--- src/hw/rtl/sebs_pkg.sv ---
// Shared types and constants of the Sobel edge saturation boost block.
// No dependencies; every other file of the block uses it by scoped names.
`default_nettype none

package sebs_pkg;

	// Payload widths
	localparam int PIX_W      = 8;   // grey and saturation bytes
	localparam int POS_W      = 11;  // emitted row and column indexes
	localparam int CFG_DATA_W = 12;  // geometry register width
	localparam int CFG_IDX_W  = 2;   // register index width

	// Gradient arithmetic
	localparam int GRAD_W  = 12;     // signed Sobel component
	localparam int ABS_W   = 11;     // |gx|, |gy| <= 1020
	localparam int MAG_W   = 22;     // gx^2 + gy^2 < 2^21, kept even for digit pairs
	localparam int ROOT_W  = 11;     // isqrt of a MAG_W value
	localparam int BOOST_W = 12;     // saturation plus root

	localparam logic [MAG_W-1:0]   BOOST_THRESH = MAG_W'(100);  // magnitude above 10
	localparam logic [BOOST_W-1:0] SAT_MAX      = BOOST_W'(255);

	// Geometry register reset values
	localparam int WIDTH_RESET  = 640;
	localparam int HEIGHT_RESET = 480;

	// Register indexes
	localparam logic [CFG_IDX_W-1:0] REG_IMAGE_WIDTH  = CFG_IDX_W'(0);
	localparam logic [CFG_IDX_W-1:0] REG_IMAGE_HEIGHT = CFG_IDX_W'(1);

	// One line buffer entry: two grey rows and the saturation row
	typedef struct packed {
		logic [PIX_W-1:0] grey_older;
		logic [PIX_W-1:0] grey_newer;
		logic [PIX_W-1:0] sat;
	} line_word_t;

endpackage

`default_nettype wire

--- src/hw/rtl/sebs_isqrt.sv ---
// Iterative floor square root, one result bit (one operand bit pair) per cycle.
// Depends on sebs_pkg for operand and root widths.
`default_nettype none

module sebs_isqrt (
	input  wire logic                         clk,
	input  wire logic                         arst_n,
	input  wire logic                         start,
	input  wire logic [sebs_pkg::MAG_W-1:0]   value,
	output logic                              done,
	output logic [sebs_pkg::ROOT_W-1:0]       root
);

	localparam int MW = sebs_pkg::MAG_W;

	logic [MW-1:0] rem_q;
	logic [MW-1:0] res_q;
	logic [MW-1:0] bit_q;
	logic          done_q;
	logic [MW:0]   trial;

	assign trial = {1'b0, res_q} + {1'b0, bit_q};

	always_ff @(posedge clk or negedge arst_n) begin
		if (!arst_n) begin
			rem_q  <= '0;
			res_q  <= '0;
			bit_q  <= '0;
			done_q <= 1'b0;
		end else begin
			done_q <= 1'b0;
			if (start) begin
				rem_q <= value;
				res_q <= '0;
				bit_q <= MW'(1) << (MW - 2);
			end else if (bit_q != '0) begin
				// accept the trial digit when the remainder covers it
				if ({1'b0, rem_q} >= trial) begin
					rem_q <= rem_q - trial[MW-1:0];
					res_q <= (res_q >> 1) + bit_q;
				end else begin
					res_q <= res_q >> 1;
				end
				bit_q  <= bit_q >> 2;
				done_q <= (bit_q == MW'(1));
			end
		end
	end

	assign done = done_q;
	assign root = res_q[sebs_pkg::ROOT_W-1:0];

endmodule

`default_nettype wire

--- config.mk ---
export PLATFORM = sky130hd
export DESIGN_NAME = sebs_isqrt
export DESIGN_NICKNAME = d
export VERILOG_FILES = /design/src/hw/rtl/sebs_pkg.sv /design/src/hw/rtl/sebs_isqrt.sv
export SDC_FILE = /design/constraint.sdc
export NUM_CORES = 1
export LEC_CHECK = 0
export BUFFER_PORTS_ARGS = -buffer_cell sky130_fd_sc_hd__buf_2
export CORE_UTILIZATION = 54
export DETAILED_ROUTE_END_ITERATION = 8
export PLACE_DENSITY = 0.73
export SYNTH_ARGS = -nofsm -noshare
export SYNTH_HDL_FRONTEND = slang
export SYNTH_SLANG_ARGS = --single-unit
--- constraint.sdc ---
create_clock -name clk -period 11.8 [get_ports clk]
set_input_delay 2.36 -clock clk [delete_from_list [all_inputs] [get_ports clk]]
set_output_delay 2.36 -clock clk [all_outputs]
set_load 0.05 [all_outputs]
# After elaboration in Yosys (flattened, before gate mapping)
# Cells that the tools add are included.
dict set report word_totals {
  inputBits 25
  register_bits 67
  word_cells 23
  output_inout_bits 12
}
dict set report classes {
  n_eq_ne 1
  magnitude_cmp 1
  add_sub_neg 3
  reduce_logical 4
  n_mux 10
}
# op n
set ops {}
lappend ops {{$mux W22} 8}
lappend ops {{$add A22 B22 Y23} 1}
lappend ops {{$ge A22 B23 Y1} 1}
lappend ops {{$add A21 B22 Y22} 1}
lappend ops {{$eq A22 B1 Y1 const B} 1}
lappend ops {{$reduce_bool A22 Y1} 1}
lappend ops {{$sub A22 B22 Y22} 1}
lappend ops {{$reduce_bool A2 Y1} 2}
lappend ops {{$mux W1} 2}
lappend ops {{$reduce_and A2 Y1} 1}

# Longest topological paths before layout
# Gate-level depths: netlist of the first run.
dict set report depth {
  ltp_word 5
  mapped_depth 20
  ltp_nobuf 19
}

# Worst setup path after synthesis of the first run
# Ideal clock, no wire load.
dict set report synth_path {
  kind {register -> register}
  startpoint {register bit_q[0]}
  endpoint {register rem_q[20]}
  path_stages_with_launch 21
  required_ns 11.676
  arrival_ns 4.166
  synth_period_minus_slack_ns 4.290
  slack_ns 7.510
  cell_sequence {dfrtp_1 ha_1 ha_1 a21o_1 a31oi_2 o31ai_2 a311o_1 a31oi_1 nor2_1 o21ai_0 xor2_1 ha_1 nand2_1 o21ai_0 a41oi_1 nand2_1 a2bb2oi_4 nand3_1 buf_4 and3_1 a211o_1}
}
dict set report synth_between {
  elab_chain_len 5
  elab_cells_between_ends 10
  classes_between {add/sub (2); order compare (1); mux (3); reduce/logical (4)}
}
# element line_no
set synth_lines {}
lappend synth_lines {{start: declaration} sebs_isqrt.sv:18} ;# logic [MW-1:0] bit_q;
lappend synth_lines {{start signal: assignment} sebs_isqrt.sv:35} ;# bit_q <= MW'(1) << (MW - 2);
lappend synth_lines {{start signal: assignment} sebs_isqrt.sv:44} ;# bit_q <= bit_q >> 2;
lappend synth_lines {{$add A22 B22 Y23} sebs_isqrt.sv:22} ;# assign trial = {1'b0, res_q} + {1'b0, bit_q};
lappend synth_lines {{$sub A22 B22 Y22} sebs_isqrt.sv:39} ;# rem_q <= rem_q - trial[MW-1:0];
lappend synth_lines {{$mux W22} sebs_isqrt.sv:38} ;# if ({1'b0, rem_q} >= trial) begin
lappend synth_lines {{$mux W22} sebs_isqrt.sv:36} ;# end else if (bit_q != '0) begin
lappend synth_lines {{$mux W22} sebs_isqrt.sv:32} ;# if (start) begin
lappend synth_lines {{end signal: assignment} sebs_isqrt.sv:33} ;# rem_q <= value;
lappend synth_lines {{end signal: assignment} sebs_isqrt.sv:39}
lappend synth_lines {{end: declaration} sebs_isqrt.sv:16} ;# logic [MW-1:0] rem_q;
# Parallel ways exist; a longest one is shown, timed or not. The select of a mux whose other input is x is not followed.
# A chain may end at the register's enable or synchronous reset.

# Worst setup path after layout of the first run
# Ends and elaborated chain as after synthesis.

==> impl_metrics.xml, run 1 <==
<?xml version="1.0" encoding="UTF-8"?>
<metrics>
  <group name="synth">
    <metric name="synthArstFlopShare" unit="">1.00</metric>
    <metric name="number_of_synthesized_flops_with_an_enable_pin" unit="">0</metric>
    <metric name="syn-instance-count" unit="">573</metric>
    <metric name="synth_cell_type_count" unit="">57</metric>
    <metric name="synth_top_area_frac" unit="">0.285</metric>
    <metric name="synth_seq_cells" unit="">56</metric>
    <metric name="synth_top_cells_by_area" unit="">sky130_fd_sc_hd__dfrtp_1 (29%), sky130_fd_sc_hd__ha_1 (12%), sky130_fd_sc_hd__xor2_1 (5.0%)</metric>
    <metric name="commonest_register_cell_after_synthesis" unit="">sky130_fd_sc_hd__dfrtp_1</metric>
    <metric name="mappedNetlistArea" unit="mm^2">0.00491</metric>
    <metric name="synthesis.area_per_instance" unit="um^2">8.57</metric>
    <metric name="synth-warning-count" unit="">0</metric>
    <metric name="synth.net_count" unit="">645</metric>
    <metric name="yosysTopAreaCell" unit="">sky130_fd_sc_hd__dfrtp_1</metric>
    <metric name="synth-seq-area-share" unit="">0.285</metric>
  </group>
  <group name="sta">
    <metric name="max-slew-margin-rel" unit="">0.491</metric>
    <metric name="post-route-period-util" unit="">0.428</metric>
    <metric name="timing_max_transition_violations_final" unit="">0</metric>
    <metric name="worst_slack" unit="ns">6.74</metric>
    <metric name="grt_setup_unrepaired" unit="">false</metric>
    <metric name="clock_skew" unit="ns">0.00996</metric>
    <metric name="final-hold-violation-count" unit="">0</metric>
    <metric name="transition_time_at_the_pin_with_the_least_slew_margin" unit="ns">0.761</metric>
    <metric name="finalSetupViolations" unit="">0</metric>
    <metric name="final.min_clock_period" unit="ns">5.06</metric>
    <metric name="max_clock_freq" unit="MHz">198</metric>
    <metric name="totalNegativeSetupSlack" unit="ns">0</metric>
  </group>
  <group name="run">
    <metric name="maxCapViolations" unit="">0</metric>
  </group>
  <group name="die">
    <metric name="die_h" unit="um">97.4</metric>
    <metric name="initial_utilization" unit="">0.560</metric>
    <metric name="ios" unit="">37</metric>
    <metric name="num_rows" unit="">34</metric>
    <metric name="dieArea" unit="mm^2">0.00948</metric>
    <metric name="chipWidth" unit="um">97.4</metric>
    <metric name="core_area" unit="mm^2">0.00876</metric>
  </group>
  <group name="outcome">
    <metric name="status" unit="">complete, no violations</metric>
  </group>
  <group name="cts">
    <metric name="path_clk_slew" unit="ns">0.11</metric>
    <metric name="cts_max_path_buffers" unit="">2</metric>
    <metric name="tritoncts" unit="">yes</metric>
    <metric name="postCtsResizedCells" unit="">0</metric>
    <metric name="cts_buffers" unit="">5</metric>
    <metric name="postCtsHoldBufs" unit="">0</metric>
    <metric name="clockRootBuffer" unit="">sky130_fd_sc_hd__clkbuf_8</metric>
    <metric name="cts-htree-levels" unit="">2</metric>
    <metric name="numClockSinks" unit="">56</metric>
    <metric name="clkLatencyLatePin" unit="ns">0.32</metric>
    <metric name="number_of_post_cts_setup_repair_buffers" unit="">0</metric>
  </group>
  <group name="setup_path">
    <metric name="reg2reg_depth" unit="">20</metric>
    <metric name="crit-reg2reg-capture" unit="">rem_q[20]$_DFFE_PN0P_</metric>
    <metric name="cp-startpoint" unit="">bit_q[0]$_DFFE_PN0P_</metric>
    <metric name="element_type_at_the_critical_path_start" unit="">flop</metric>
    <metric name="worstSetupPathDepth" unit="">20</metric>
    <metric name="slowest_delay" unit="ns">0.44</metric>
    <metric name="source_of_the_worst_register_to_register_timing_path" unit="">bit_q[0]$_DFFE_PN0P_</metric>
    <metric name="endpoint_kind" unit="">flop</metric>
    <metric name="crit_arrival" unit="ns">5.28</metric>
    <metric name="critical-path-top-delay-family" unit="">compound AO/OA/AOI/OAI gates</metric>
    <metric name="worst_path_bufs_invs" unit="">1</metric>
    <metric name="critPathMostFrequentCell" unit="">sky130_fd_sc_hd__ha_1</metric>
    <metric name="reg2reg_slack" unit="ns">6.74</metric>
    <metric name="worst-setup-path-type" unit="">reg2reg</metric>
    <metric name="critical_path.endpoint" unit="">rem_q[20]$_DFFE_PN0P_</metric>
    <metric name="worst-path-max-fanout" unit="">29</metric>
    <metric name="critPathSlowestCell" unit="">sky130_fd_sc_hd__dfrtp_1</metric>
    <metric name="critical_path_required" unit="ns">12.02</metric>
    <metric name="worstPathCellList" unit="">ha_1, ha_1, a21o_1, a31oi_2, o31ai_2, a311o_1, a31oi_1, nor2_1, o21ai_0, xor2_1, ha_1, nand2_1, o21ai_0, a41oi_1, nand2_1, a2bb2oi_4, nand3_1, buf_4, and3_1, a211o_1</metric>
  </group>
  <group name="placement">
    <metric name="portBuffers" unit="">36</metric>
    <metric name="dp.final_hpwl" unit="um">8510</metric>
    <metric name="placement.setup.worst_slack" unit="ns">6.78</metric>
    <metric name="placedInstanceArea" unit="mm^2">0.00505</metric>
    <metric name="placed_cells_incl_taps" unit="">680</metric>
    <metric name="routability_driven_placement_congestion_ratio" unit="">0.947</metric>
  </group>
  <group name="detailed_routing">
    <metric name="route.final.wire_length" unit="um">11500</metric>
    <metric name="drt_iter0_drc" unit="">264</metric>
    <metric name="met2RoutedLength" unit="um">5460</metric>
    <metric name="drt-vias-per-instance" unit="">6.18</metric>
    <metric name="dr_total_vias" unit="">4252</metric>
    <metric name="antenna_left" unit="">0</metric>
    <metric name="wl_per_cell" unit="um">16.7</metric>
    <metric name="top_signal_layer_used" unit="">met4</metric>
    <metric name="route.layer.met1.wl" unit="um">5340</metric>
    <metric name="drc_errors" unit="">0</metric>
    <metric name="route.met3.wl" unit="um">559</metric>
    <metric name="first_pass_iters" unit="">4</metric>
  </group>
  <group name="layout">
    <metric name="mostFrequentLayoutCell" unit="">sky130_fd_sc_hd__dfrtp_1</metric>
    <metric name="layout_common_cells" unit="">sky130_fd_sc_hd__dfrtp_1 (56), sky130_fd_sc_hd__nand2_1 (55), sky130_fd_sc_hd__nor2_1 (46), sky130_fd_sc_hd__ha_1 (46)</metric>
    <metric name="fill_cells" unit="">838</metric>
    <metric name="final_cells" unit="">688</metric>
    <metric name="sequential_cell_area" unit="mm^2">0.00140</metric>
    <metric name="area_growth_syn_to_layout" unit="%">4.61</metric>
    <metric name="multi_input_comb_area" unit="mm^2">0.00327</metric>
    <metric name="n_antenna_cell" unit="">0</metric>
    <metric name="final_core_util" unit="">0.586</metric>
    <metric name="final_layout_size_suffix_gt1_frac" unit="">0.114</metric>
    <metric name="stdcell_area" unit="mm^2">0.00514</metric>
    <metric name="net_total_in_the_final_layout" unit="">651</metric>
  </group>
  <group name="grt">
    <metric name="grt_first_pass_wirelength" unit="um">20200</metric>
    <metric name="antenna_found_initial" unit="">0</metric>
    <metric name="vias_in_the_first_global_route" unit="">4237</metric>
    <metric name="maximum_number_of_pins_on_one_net_before_global_route_repair" unit="">75</metric>
    <metric name="global_routing_usage_summed_across_all_routing_layers" unit="">0.255</metric>
    <metric name="grt_overflow_total" unit="">0</metric>
  </group>
  <group name="pwr">
    <metric name="p_leak" unit="nW">2.36</metric>
    <metric name="ir_drop" unit="uV">106</metric>
    <metric name="power_per_cell_area" unit="mW/mm^2">258</metric>
  </group>
  <group name="min_path">
    <metric name="worst_min_delay_path_class" unit="">reg2reg</metric>
    <metric name="holdCritStartpoint" unit="">rem_q[0]$_DFFE_PN0P_</metric>
  </group>
</metrics>
[worst min path at each step]
stage,slack (ns),end,cells past startpoint
2_1_floorplan,0.48,rem_q[13]$_DFFE_PN0P_,2
3_3_place_gp,0.51,rem_q[0]$_DFFE_PN0P_,2
3_5_place_dp,0.52,rem_q[0]$_DFFE_PN0P_,2
4_1_cts,0.54,rem_q[0]$_DFFE_PN0P_,2
5_1_grt,0.58,rem_q[13]$_DFFE_PN0P_,2
6_report,0.53,rem_q[0]$_DFFE_PN0P_,2
[cell type report]
class	count	share of cell area
Multi-Input combinational cell	466	0.636
Sequential cell	56	0.273
Timing Repair Buffer	39	0.0395
Tap cell	108	0.0263
Clock buffer	5	0.0134
Inverter	11	0.00804
Clock inverter	3	0.00438
[synthesized netlist by cell type, drive strengths merged, types with 2 or more instances]
library cell / n
o31a: 3
nand4: 6
xor2: 28
o2111ai: 3
o21ai: 38
a211oi: 17
nor3: 5
a41o: 3
a41oi: 2
and3: 6
nand3: 20
a2bb2oi: 3
a21oi: 36
a311oi: 4
inv: 11
o31ai: 3
or3: 3
clkbuf: 21
dfrtp: 56
buf: 19
nor2b: 17
xnor2: 22
and2: 7
o21bai: 4
a31o: 7
o21ba: 2
ha: 46
o311ai: 3
nor2: 46
a21o: 7
mux2i: 16
a211o: 2
nand2: 56
o221a: 3
nor4: 4
and4: 2
a311o: 3
a31oi: 19
o211ai: 4
o21a: 8
[metrics by stage]
stage / hold WS (ns) / power (mW)
4_1_cts: 0.539 / 1.32
3_3_place_gp: 0.506 / 1.18
2_1_floorplan: 0.482 / 1.05
6_report: 0.530 / 1.32
5_1_grt: 0.583 / 1.45
3_5_place_dp: 0.515 / 1.21
[metal layers]
layer / vias to the layer above / global-route usage
met3: 13 / 0.0367
met4: 0 / 0.0566
met1: 2005 / 0.351
met2: 123 / 0.425
li1: 2111 / -
met5: - / 0
[report_power, final]
part / internal (mW) / switching (mW)
clock network: 0.0429 / 0.0702
registers: 0.247 / 0.0638
logic: 0.379 / 0.521
total: 0.669 / 0.655
[state kept, by name, summed over array words and instances, names as in the netlist]
name	count
done	1
bit_q	11
rem_q	22
res_q	22
[worst register-to-register path, stage by stage (launching register included)]
cell	delay, ns
sky130_fd_sc_hd__dfrtp_1	0.44
sky130_fd_sc_hd__ha_1	0.22
sky130_fd_sc_hd__ha_1	0.21
sky130_fd_sc_hd__a21o_1	0.21
sky130_fd_sc_hd__a31oi_2	0.25
sky130_fd_sc_hd__o31ai_2	0.12
sky130_fd_sc_hd__a311o_1	0.43
sky130_fd_sc_hd__a31oi_1	0.24
sky130_fd_sc_hd__nor2_1	0.07
sky130_fd_sc_hd__o21ai_0	0.19
sky130_fd_sc_hd__xor2_1	0.10
sky130_fd_sc_hd__ha_1	0.32
sky130_fd_sc_hd__nand2_1	0.07
sky130_fd_sc_hd__o21ai_0	0.30
sky130_fd_sc_hd__a41oi_1	0.26
sky130_fd_sc_hd__nand2_1	0.17
sky130_fd_sc_hd__a2bb2oi_4	0.39
sky130_fd_sc_hd__nand3_1	0.18
sky130_fd_sc_hd__buf_4	0.30
sky130_fd_sc_hd__and3_1	0.25
sky130_fd_sc_hd__a211o_1	0.26
[kinds of logic after synthesis]
logic type / Yosys count / synth area share
AOI/OAI and AO/OA: 179 / 0.256
xor gates and xnor gates: 50 / 0.0892
adders and majority gates: 47 / 0.121
buffers and inverters: 51 / 0.0497
DFF: 56 / 0.285
muxes: 16 / 0.0326
and+or+nand+nor: 174 / 0.166
(Power assumes the default switching activity.)
==> run 2, diff against run 1 <==
--- a/config.mk
+++ b/config.mk
@@ -8,7 +8,7 @@
 export BUFFER_PORTS_ARGS = -buffer_cell sky130_fd_sc_hd__buf_2
 export CORE_UTILIZATION = 54
 export DETAILED_ROUTE_END_ITERATION = 8
-export PLACE_DENSITY = 0.73
+export PLACE_DENSITY = 0.76
 export SYNTH_ARGS = -nofsm -noshare
 export SYNTH_HDL_FRONTEND = slang
 export SYNTH_SLANG_ARGS = --single-unit
==> constraint.sdc (replaced) <==
create_clock -name clk -period 4.5 [get_ports clk]
set_input_delay 0.9 -clock clk [delete_from_list [all_inputs] [get_ports clk]]
set_output_delay 0.9 -clock clk [all_outputs]
set_load 0.05 [all_outputs]
==> run 2 against run 1 <==
Compared with the run above: utilization rose by 3.7 points; die area unchanged; sequential power increased to 2.5 times the previous value; global-route usage increased by 0.52 points; non-clock buffer count increased by 25; fmax rose by 17%; first-iteration DRC count is 22% lower; sequential share of layout area fell by 1.6 points; routed wire length up 5.5%; cell count rose by 3.6%; largest cell class unchanged; highest routed layer unchanged.
==> impl_metrics.xml, run 2 (synthesis results as in run 1) <==
<?xml version="1.0" encoding="UTF-8"?>
<metrics>
  <group name="grt">
    <metric name="grt_first_pass_wirelength" unit="um">20300</metric>
    <metric name="global_routing_usage_summed_across_all_routing_layers" unit="">0.260</metric>
    <metric name="vias_in_the_first_global_route" unit="">4306</metric>
    <metric name="maximum_number_of_pins_on_one_net_before_global_route_repair" unit="">75</metric>
    <metric name="grt_overflow_total" unit="">0</metric>
    <metric name="antenna_found_initial" unit="">0</metric>
  </group>
  <group name="detailed_routing">
    <metric name="drt-vias-per-instance" unit="">6.15</metric>
    <metric name="first_pass_iters" unit="">5</metric>
    <metric name="dr_total_vias" unit="">4384</metric>
    <metric name="drc_errors" unit="">0</metric>
    <metric name="drt_iter0_drc" unit="">205</metric>
    <metric name="wl_per_cell" unit="um">17.0</metric>
    <metric name="antenna_left" unit="">0</metric>
    <metric name="route.final.wire_length" unit="um">12100</metric>
  </group>
  <group name="setup_path">
    <metric name="worst-setup-path-type" unit="">reg2reg</metric>
    <metric name="slowest_delay" unit="ns">0.42</metric>
    <metric name="worst-path-max-fanout" unit="">10</metric>
    <metric name="element_type_at_the_critical_path_start" unit="">flop</metric>
    <metric name="critPathMostFrequentCell" unit="">sky130_fd_sc_hd__ha_1</metric>
    <metric name="endpoint_kind" unit="">flop</metric>
    <metric name="critical_path_required" unit="ns">4.73</metric>
    <metric name="worstPathCellList" unit="">ha_2, ha_1, a21o_1, a31oi_4, o31ai_4, a311o_1, a31oi_2, nor2_1, a41o_1, xnor2_1, ha_1, nand3_1, nand2_1, a41oi_2, buf_4, a2bb2oi_4, buf_12, nand2_4, or3_1, a311oi_2</metric>
    <metric name="worst_path_bufs_invs" unit="">2</metric>
    <metric name="crit_arrival" unit="ns">4.54</metric>
    <metric name="critPathSlowestCell" unit="">sky130_fd_sc_hd__dfrtp_1</metric>
    <metric name="critical-path-top-delay-family" unit="">compound AO/OA/AOI/OAI gates</metric>
  </group>
  <group name="placement">
    <metric name="portBuffers" unit="">36</metric>
    <metric name="routability_driven_placement_congestion_ratio" unit="">0.918</metric>
    <metric name="dp.final_hpwl" unit="um">8690</metric>
    <metric name="placedInstanceArea" unit="mm^2">0.00520</metric>
    <metric name="placement.setup.worst_slack" unit="ns">-0.0807</metric>
  </group>
  <group name="cts">
    <metric name="cts_buffers" unit="">5</metric>
    <metric name="cts_max_path_buffers" unit="">2</metric>
    <metric name="numClockSinks" unit="">56</metric>
    <metric name="clockRootBuffer" unit="">sky130_fd_sc_hd__clkbuf_8</metric>
    <metric name="path_clk_slew" unit="ns">0.10</metric>
    <metric name="tritoncts" unit="">yes</metric>
    <metric name="cts-htree-levels" unit="">2</metric>
    <metric name="clkLatencyLatePin" unit="ns">0.32</metric>
  </group>
  <group name="pwr">
    <metric name="ir_drop" unit="uV">326</metric>
    <metric name="p_leak" unit="nW">2.50</metric>
    <metric name="power_per_cell_area" unit="mW/mm^2">718</metric>
    <metric name="post_layout_power" unit="mW">3.93</metric>
  </group>
  <group name="layout">
    <metric name="stdcell_area" unit="mm^2">0.00547</metric>
    <metric name="area_growth_syn_to_layout" unit="%">11.3</metric>
    <metric name="final_layout_size_suffix_gt1_frac" unit="">0.175</metric>
    <metric name="net_total_in_the_final_layout" unit="">676</metric>
    <metric name="layout_common_cells" unit="">sky130_fd_sc_hd__dfrtp_1 (56), sky130_fd_sc_hd__nand2_1 (53), sky130_fd_sc_hd__nor2_1 (45), sky130_fd_sc_hd__ha_1 (43), sky130_fd_sc_hd__buf_2 (36)</metric>
    <metric name="final_core_util" unit="">0.624</metric>
    <metric name="reg_top3" unit="">rem_q x22, res_q x22, bit_q x11</metric>
    <metric name="mostFrequentLayoutCell" unit="">sky130_fd_sc_hd__dfrtp_1</metric>
    <metric name="n_antenna_cell" unit="">0</metric>
    <metric name="sequential_cell_area" unit="mm^2">0.00140</metric>
    <metric name="fill_cells" unit="">727</metric>
    <metric name="multi_input_comb_area" unit="mm^2">0.00336</metric>
  </group>
  <group name="die">
    <metric name="chipWidth" unit="um">97.4</metric>
    <metric name="die_h" unit="um">97.4</metric>
    <metric name="initial_utilization" unit="">0.560</metric>
    <metric name="num_rows" unit="">34</metric>
    <metric name="core_area" unit="mm^2">0.00876</metric>
    <metric name="ios" unit="">37</metric>
    <metric name="dieArea" unit="mm^2">0.00948</metric>
  </group>
  <group name="sta">
    <metric name="final.min_clock_period" unit="ns">4.31</metric>
    <metric name="timing_max_transition_violations_final" unit="">0</metric>
    <metric name="clock_skew" unit="ns">0.0125</metric>
    <metric name="fin_hold_ws" unit="ns">0.532</metric>
    <metric name="max_clock_freq" unit="MHz">232</metric>
    <metric name="worst_slack" unit="ns">0.192</metric>
    <metric name="finalSetupViolations" unit="">0</metric>
    <metric name="transition_time_at_the_pin_with_the_least_slew_margin" unit="ns">0.790</metric>
    <metric name="max-slew-margin-rel" unit="">0.471</metric>
    <metric name="final-hold-violation-count" unit="">0</metric>
    <metric name="post-route-period-util" unit="">0.957</metric>
  </group>
  <group name="min_path">
    <metric name="worst_min_delay_path_class" unit="">reg2reg</metric>
  </group>
  <group name="outcome">
    <metric name="status" unit="">complete, no violations</metric>
  </group>
  <group name="run">
    <metric name="maxCapViolations" unit="">0</metric>
  </group>
</metrics>
==> run 2: cell types whose count changed in the layout (fill, tap and decap cells not counted), moves of 2 or more <==
cell	change
sky130_fd_sc_hd__buf_12	+2
sky130_fd_sc_hd__nand2_2	+2
sky130_fd_sc_hd__ha_2	+2
sky130_fd_sc_hd__a211oi_2	+2
sky130_fd_sc_hd__o21ai_1	+2
sky130_fd_sc_hd__a211oi_1	-2
sky130_fd_sc_hd__ha_1	-3
sky130_fd_sc_hd__buf_4	+22
sky130_fd_sc_hd__nand2_1	-2
sky130_fd_sc_hd__o21ai_0	-3
==> run 2: path summary, 6_finish.rpt <==
kind | cells past startpoint | from | end | slack, ns
worst min-delay path | 2 | rem_q[13]$_DFFE_PN0P_ | rem_q[13]$_DFFE_PN0P_ | 0.53
worst max-delay path | 20 | res_q[0]$_DFFE_PN0P_ | res_q[11]$_DFFE_PN0P_ | 0.19
min in group asynchronous | 2 | arst_n | rem_q[10]$_DFFE_PN0P_ | 0.70
worst min register to register | 2 | rem_q[13]$_DFFE_PN0P_ | rem_q[13]$_DFFE_PN0P_ | 0.53
max in group asynchronous | 2 | arst_n | res_q[6]$_DFFE_PN0P_ | 3.29
worst max register to register | 20 | res_q[0]$_DFFE_PN0P_ | res_q[11]$_DFFE_PN0P_ | 0.19
==> run 2: final cells by class <==
| type | count | area share |
|---|---|---|
| timing repair buffer | 64 | 0.0797 |
| clock inverter | 2 | 0.00298 |
| inverter | 11 | 0.00755 |
| multi-input combinational | 466 | 0.615 |
| clock buffer | 6 | 0.0133 |
| tap | 108 | 0.0247 |
| sequential | 56 | 0.256 |
==> run 2: repair_timing <==
item                                    CTS  global route
resized for setup                         7            16
hold buffers                              0             0
pin swaps                                 2             9
setup buffers                             0             7
endpoints found under the setup margin   15            43
cloned                                    1             0
==> run 2: worst register-to-register path, delay by kind of cell, from the launching register on <==
kind / cells / cell delay [ns]
fa+ha+maj: 3 / 0.80
buf+inv: 2 / 0.33
flops: 1 / 0.42
xor+xnor: 1 / 0.14
compound gates: 9 / 1.84
simple gates: 5 / 0.71
==> run 2: where the power goes <==
group / total (mW) / switching, mW / internal, mW
combinational: 2.85 / 1.54 / 1.31
sequential: 0.787 / 0.140 / 0.647
clock: 0.289 / 0.177 / 0.111
total: 3.93 / 1.86 / 2.07
==> run 2: routing by layer <==
layer / GRT usage / share of wire
met1: 0.351 / 0.46
met2: 0.445 / 0.48
met3: 0.0403 / 0.049
met4: 0.0452 / 0.0086
met5: 0 / 0
==> run 2: stage by stage <==
stage	TNS [ns]	cells
after global placement	0	697
after floorplan	0	573
after CTS	0	706
final	0	713
after detailed placement	-0.350	697
after global routing	-0.196	713
==> run 3, diff against run 2 <==
--- a/config.mk
+++ b/config.mk
@@ -6,9 +6,8 @@
 export NUM_CORES = 1
 export LEC_CHECK = 0
 export BUFFER_PORTS_ARGS = -buffer_cell sky130_fd_sc_hd__buf_2
-export CORE_UTILIZATION = 54
+export CORE_UTILIZATION = 40
 export DETAILED_ROUTE_END_ITERATION = 8
-export PLACE_DENSITY = 0.76
 export SYNTH_ARGS = -nofsm -noshare
 export SYNTH_HDL_FRONTEND = slang
 export SYNTH_SLANG_ARGS = --single-unit
==> run 3 against run 2 <==
Compared with the run above: fmax decreased by 0.35%; sequential cell count unchanged; combinational power increased by 4%; largest cell class unchanged; utilization decreased by 15 points; sequential power decreased by 0.9%; worst hold slack improved by 0.0052 ns; critical endpoint is now rem_q[20]$_DFFE_PN0P_; critical path depth increased by 1; register-to-register slack got worse by 0.02 ns; via count increased by 0.14%; sequential share of layout area decreased by 0.86 points.
==> impl_metrics.xml, run 3 (synthesis results as in run 1) <==
<?xml version="1.0" encoding="UTF-8"?>
<metrics>
  <group name="die">
    <metric name="ios" unit="">37</metric>
    <metric name="dieArea" unit="mm^2">0.0127</metric>
    <metric name="chipWidth" unit="um">113</metric>
    <metric name="initial_utilization" unit="">0.409</metric>
    <metric name="core_area" unit="mm^2">0.0120</metric>
    <metric name="die_h" unit="um">113</metric>
    <metric name="num_rows" unit="">40</metric>
  </group>
  <group name="detailed_routing">
    <metric name="drt_iter0_drc" unit="">202</metric>
    <metric name="first_pass_iters" unit="">4</metric>
    <metric name="dr_total_vias" unit="">4390</metric>
    <metric name="route.final.wire_length" unit="um">12800</metric>
    <metric name="antenna_left" unit="">0</metric>
    <metric name="wl_per_cell" unit="um">16.8</metric>
    <metric name="drc_errors" unit="">0</metric>
    <metric name="drt-vias-per-instance" unit="">5.73</metric>
  </group>
  <group name="setup_path">
    <metric name="critPathSlowestCell" unit="">sky130_fd_sc_hd__dfrtp_1</metric>
    <metric name="critical_path_required" unit="ns">4.70</metric>
    <metric name="worst-setup-path-type" unit="">reg2reg</metric>
    <metric name="element_type_at_the_critical_path_start" unit="">flop</metric>
    <metric name="reg2reg_slack" unit="ns">0.18</metric>
    <metric name="worst_path_bufs_invs" unit="">3</metric>
    <metric name="worst-path-max-fanout" unit="">8</metric>
    <metric name="crit-reg2reg-capture" unit="">rem_q[20]$_DFFE_PN0P_</metric>
    <metric name="crit_arrival" unit="ns">4.52</metric>
    <metric name="source_of_the_worst_register_to_register_timing_path" unit="">res_q[0]$_DFFE_PN0P_</metric>
    <metric name="slowest_delay" unit="ns">0.39</metric>
    <metric name="critical-path-top-delay-family" unit="">compound AO/OA/AOI/OAI gates</metric>
    <metric name="worstPathCellList" unit="">ha_1, ha_1, a21o_1, a31oi_4, o31ai_2, a311o_1, a31oi_2, nor2_1, o21ai_1, xor2_1, ha_1, nand2_1, o21ai_2, a41oi_2, buf_4, a2bb2oi_4, buf_12, nand3_4, buf_6, and3_1, a211o_1</metric>
    <metric name="critPathMostFrequentCell" unit="">sky130_fd_sc_hd__ha_1</metric>
    <metric name="endpoint_kind" unit="">flop</metric>
    <metric name="reg2reg_depth" unit="">21</metric>
  </group>
  <group name="cts">
    <metric name="clockRootBuffer" unit="">sky130_fd_sc_hd__clkbuf_16</metric>
    <metric name="tritoncts" unit="">yes</metric>
    <metric name="numClockSinks" unit="">56</metric>
    <metric name="cts_max_path_buffers" unit="">2</metric>
    <metric name="cts_buffers" unit="">5</metric>
    <metric name="clkLatencyLatePin" unit="ns">0.31</metric>
    <metric name="cts-htree-levels" unit="">2</metric>
    <metric name="path_clk_slew" unit="ns">0.08</metric>
  </group>
  <group name="grt">
    <metric name="vias_in_the_first_global_route" unit="">4312</metric>
    <metric name="grt_overflow_total" unit="">0</metric>
    <metric name="global_routing_usage_summed_across_all_routing_layers" unit="">0.207</metric>
    <metric name="antenna_found_initial" unit="">0</metric>
    <metric name="maximum_number_of_pins_on_one_net_before_global_route_repair" unit="">74</metric>
    <metric name="grt_first_pass_wirelength" unit="um">21100</metric>
  </group>
  <group name="layout">
    <metric name="reg_top3" unit="">rem_q x22, res_q x22, bit_q x11</metric>
    <metric name="final_layout_size_suffix_gt1_frac" unit="">0.191</metric>
    <metric name="stdcell_area" unit="mm^2">0.00565</metric>
    <metric name="net_total_in_the_final_layout" unit="">690</metric>
    <metric name="n_antenna_cell" unit="">0</metric>
    <metric name="layout_common_cells" unit="">sky130_fd_sc_hd__dfrtp_1 (56), sky130_fd_sc_hd__nand2_1 (54), sky130_fd_sc_hd__nor2_1 (46), sky130_fd_sc_hd__ha_1 (43), sky130_fd_sc_hd__buf_4 (37)</metric>
    <metric name="mostFrequentLayoutCell" unit="">sky130_fd_sc_hd__dfrtp_1</metric>
    <metric name="area_growth_syn_to_layout" unit="%">15.1</metric>
  </group>
  <group name="min_path">
    <metric name="min_delay_path_depth" unit="">2</metric>
    <metric name="whs_endpoint" unit="">rem_q[0]$_DFFE_PN0P_</metric>
    <metric name="holdCritStartpoint" unit="">rem_q[0]$_DFFE_PN0P_</metric>
    <metric name="worst_min_delay_path_class" unit="">reg2reg</metric>
  </group>
  <group name="placement">
    <metric name="placement.setup.worst_slack" unit="ns">-0.0890</metric>
    <metric name="dp.final_hpwl" unit="um">9480</metric>
    <metric name="portBuffers" unit="">36</metric>
    <metric name="routability_driven_placement_congestion_ratio" unit="">0.895</metric>
    <metric name="placedInstanceArea" unit="mm^2">0.00533</metric>
  </group>
  <group name="sta">
    <metric name="worst_slack" unit="ns">0.177</metric>
    <metric name="post-route-period-util" unit="">0.961</metric>
    <metric name="final-hold-violation-count" unit="">0</metric>
    <metric name="timing_max_transition_violations_final" unit="">0</metric>
    <metric name="max_clock_freq" unit="MHz">231</metric>
    <metric name="totalNegativeSetupSlack" unit="ns">0</metric>
    <metric name="finalSetupViolations" unit="">0</metric>
    <metric name="clock_skew" unit="ns">0.00866</metric>
    <metric name="transition_time_at_the_pin_with_the_least_slew_margin" unit="ns">0.815</metric>
    <metric name="max-slew-margin-rel" unit="">0.455</metric>
    <metric name="final.min_clock_period" unit="ns">4.32</metric>
  </group>
  <group name="pwr">
    <metric name="post_layout_power" unit="mW">4.14</metric>
    <metric name="power_per_cell_area" unit="mW/mm^2">733</metric>
    <metric name="ir_drop" unit="uV">335</metric>
    <metric name="p_leak" unit="nW">2.59</metric>
  </group>
  <group name="outcome">
    <metric name="status" unit="">complete, no violations</metric>
  </group>
  <group name="run">
    <metric name="maxCapViolations" unit="">0</metric>
  </group>
</metrics>
-- run 3: changes by cell type in the layout (fill, tap and decap cells not counted), sizes merged --
cell and delta:
buf +14
-- run 3: worst register-to-register path: cells and delay by family (launching register included) --
kind / cells / cell delay [ns]
buffers and inverters: 3 / 0.51
and+or+nand+nor: 4 / 0.47
AOI/OAI and AO/OA: 10 / 1.99
xor gates and xnor gates: 1 / 0.09
adders and majority gates: 3 / 0.76
DFF: 1 / 0.39
-- run 3: power breakdown --
part           switching [mW]  internal [mW]  total (mW)
clock                   0.204          0.209       0.413
combinational            1.57           1.38        2.95
sequential              0.132          0.648       0.780
-- run 3: repair_timing --
item / 4_1_cts / 5_1_grt
endpoints found under the setup margin: 19 / 44
pin swaps: 1 / 12
gates resized for setup: 2 / 23
hold buffers: 0 / 0
gates cloned: 0 / 1
buffers inserted: 1 / 6
-- run 3: worst max-delay path by stage --
stage                          from               endpoint  slack [ns]  depth (start not counted)
2_1_floorplan  bit_q[0]$_DFFE_PN0P_  rem_q[20]$_DFFE_PN0P_        0.21                         20
3_3_place_gp   res_q[0]$_DFFE_PN0P_  rem_q[20]$_DFFE_PN0P_        0.06                         20
3_5_place_dp   res_q[0]$_DFFE_PN0P_  rem_q[20]$_DFFE_PN0P_       -0.09                         20
4_1_cts        res_q[0]$_DFFE_PN0P_  rem_q[20]$_DFFE_PN0P_        0.02                         20
5_1_grt        res_q[0]$_DFFE_PN0P_  rem_q[20]$_DFFE_PN0P_       -0.09                         21
6_report       res_q[0]$_DFFE_PN0P_  rem_q[20]$_DFFE_PN0P_        0.18                         21
-- run 3: per-layer routing --
metal  GRT usage  vias up  part of all wire
met4      0.0773        0             0.020
met3      0.0316       23             0.034
met2       0.341       82              0.46
met5           0        -                 0
li1            -     2193                 -
met1       0.275     2092              0.48
-- run 3: cell type report --
type / count / area (um^2)
fillers: 1173 / 6360
multi-input cells: 466 / 3350
flip-flops and latches: 56 / 1400
repair buffers: 78 / 532
well taps: 147 / 184
clock buffers: 6 / 129
inverters: 11 / 41.3
clock inverters: 2 / 16.3
-- run 3: per-stage QoR --
stage,hold slack (ns),utilization,instances
after floorplan,0.482,-,573
after detailed placement,0.521,0.444,750
after global routing,0.567,0.471,766
after global placement,0.504,0.444,750
after CTS,0.538,0.457,759
final,0.538,0.471,766
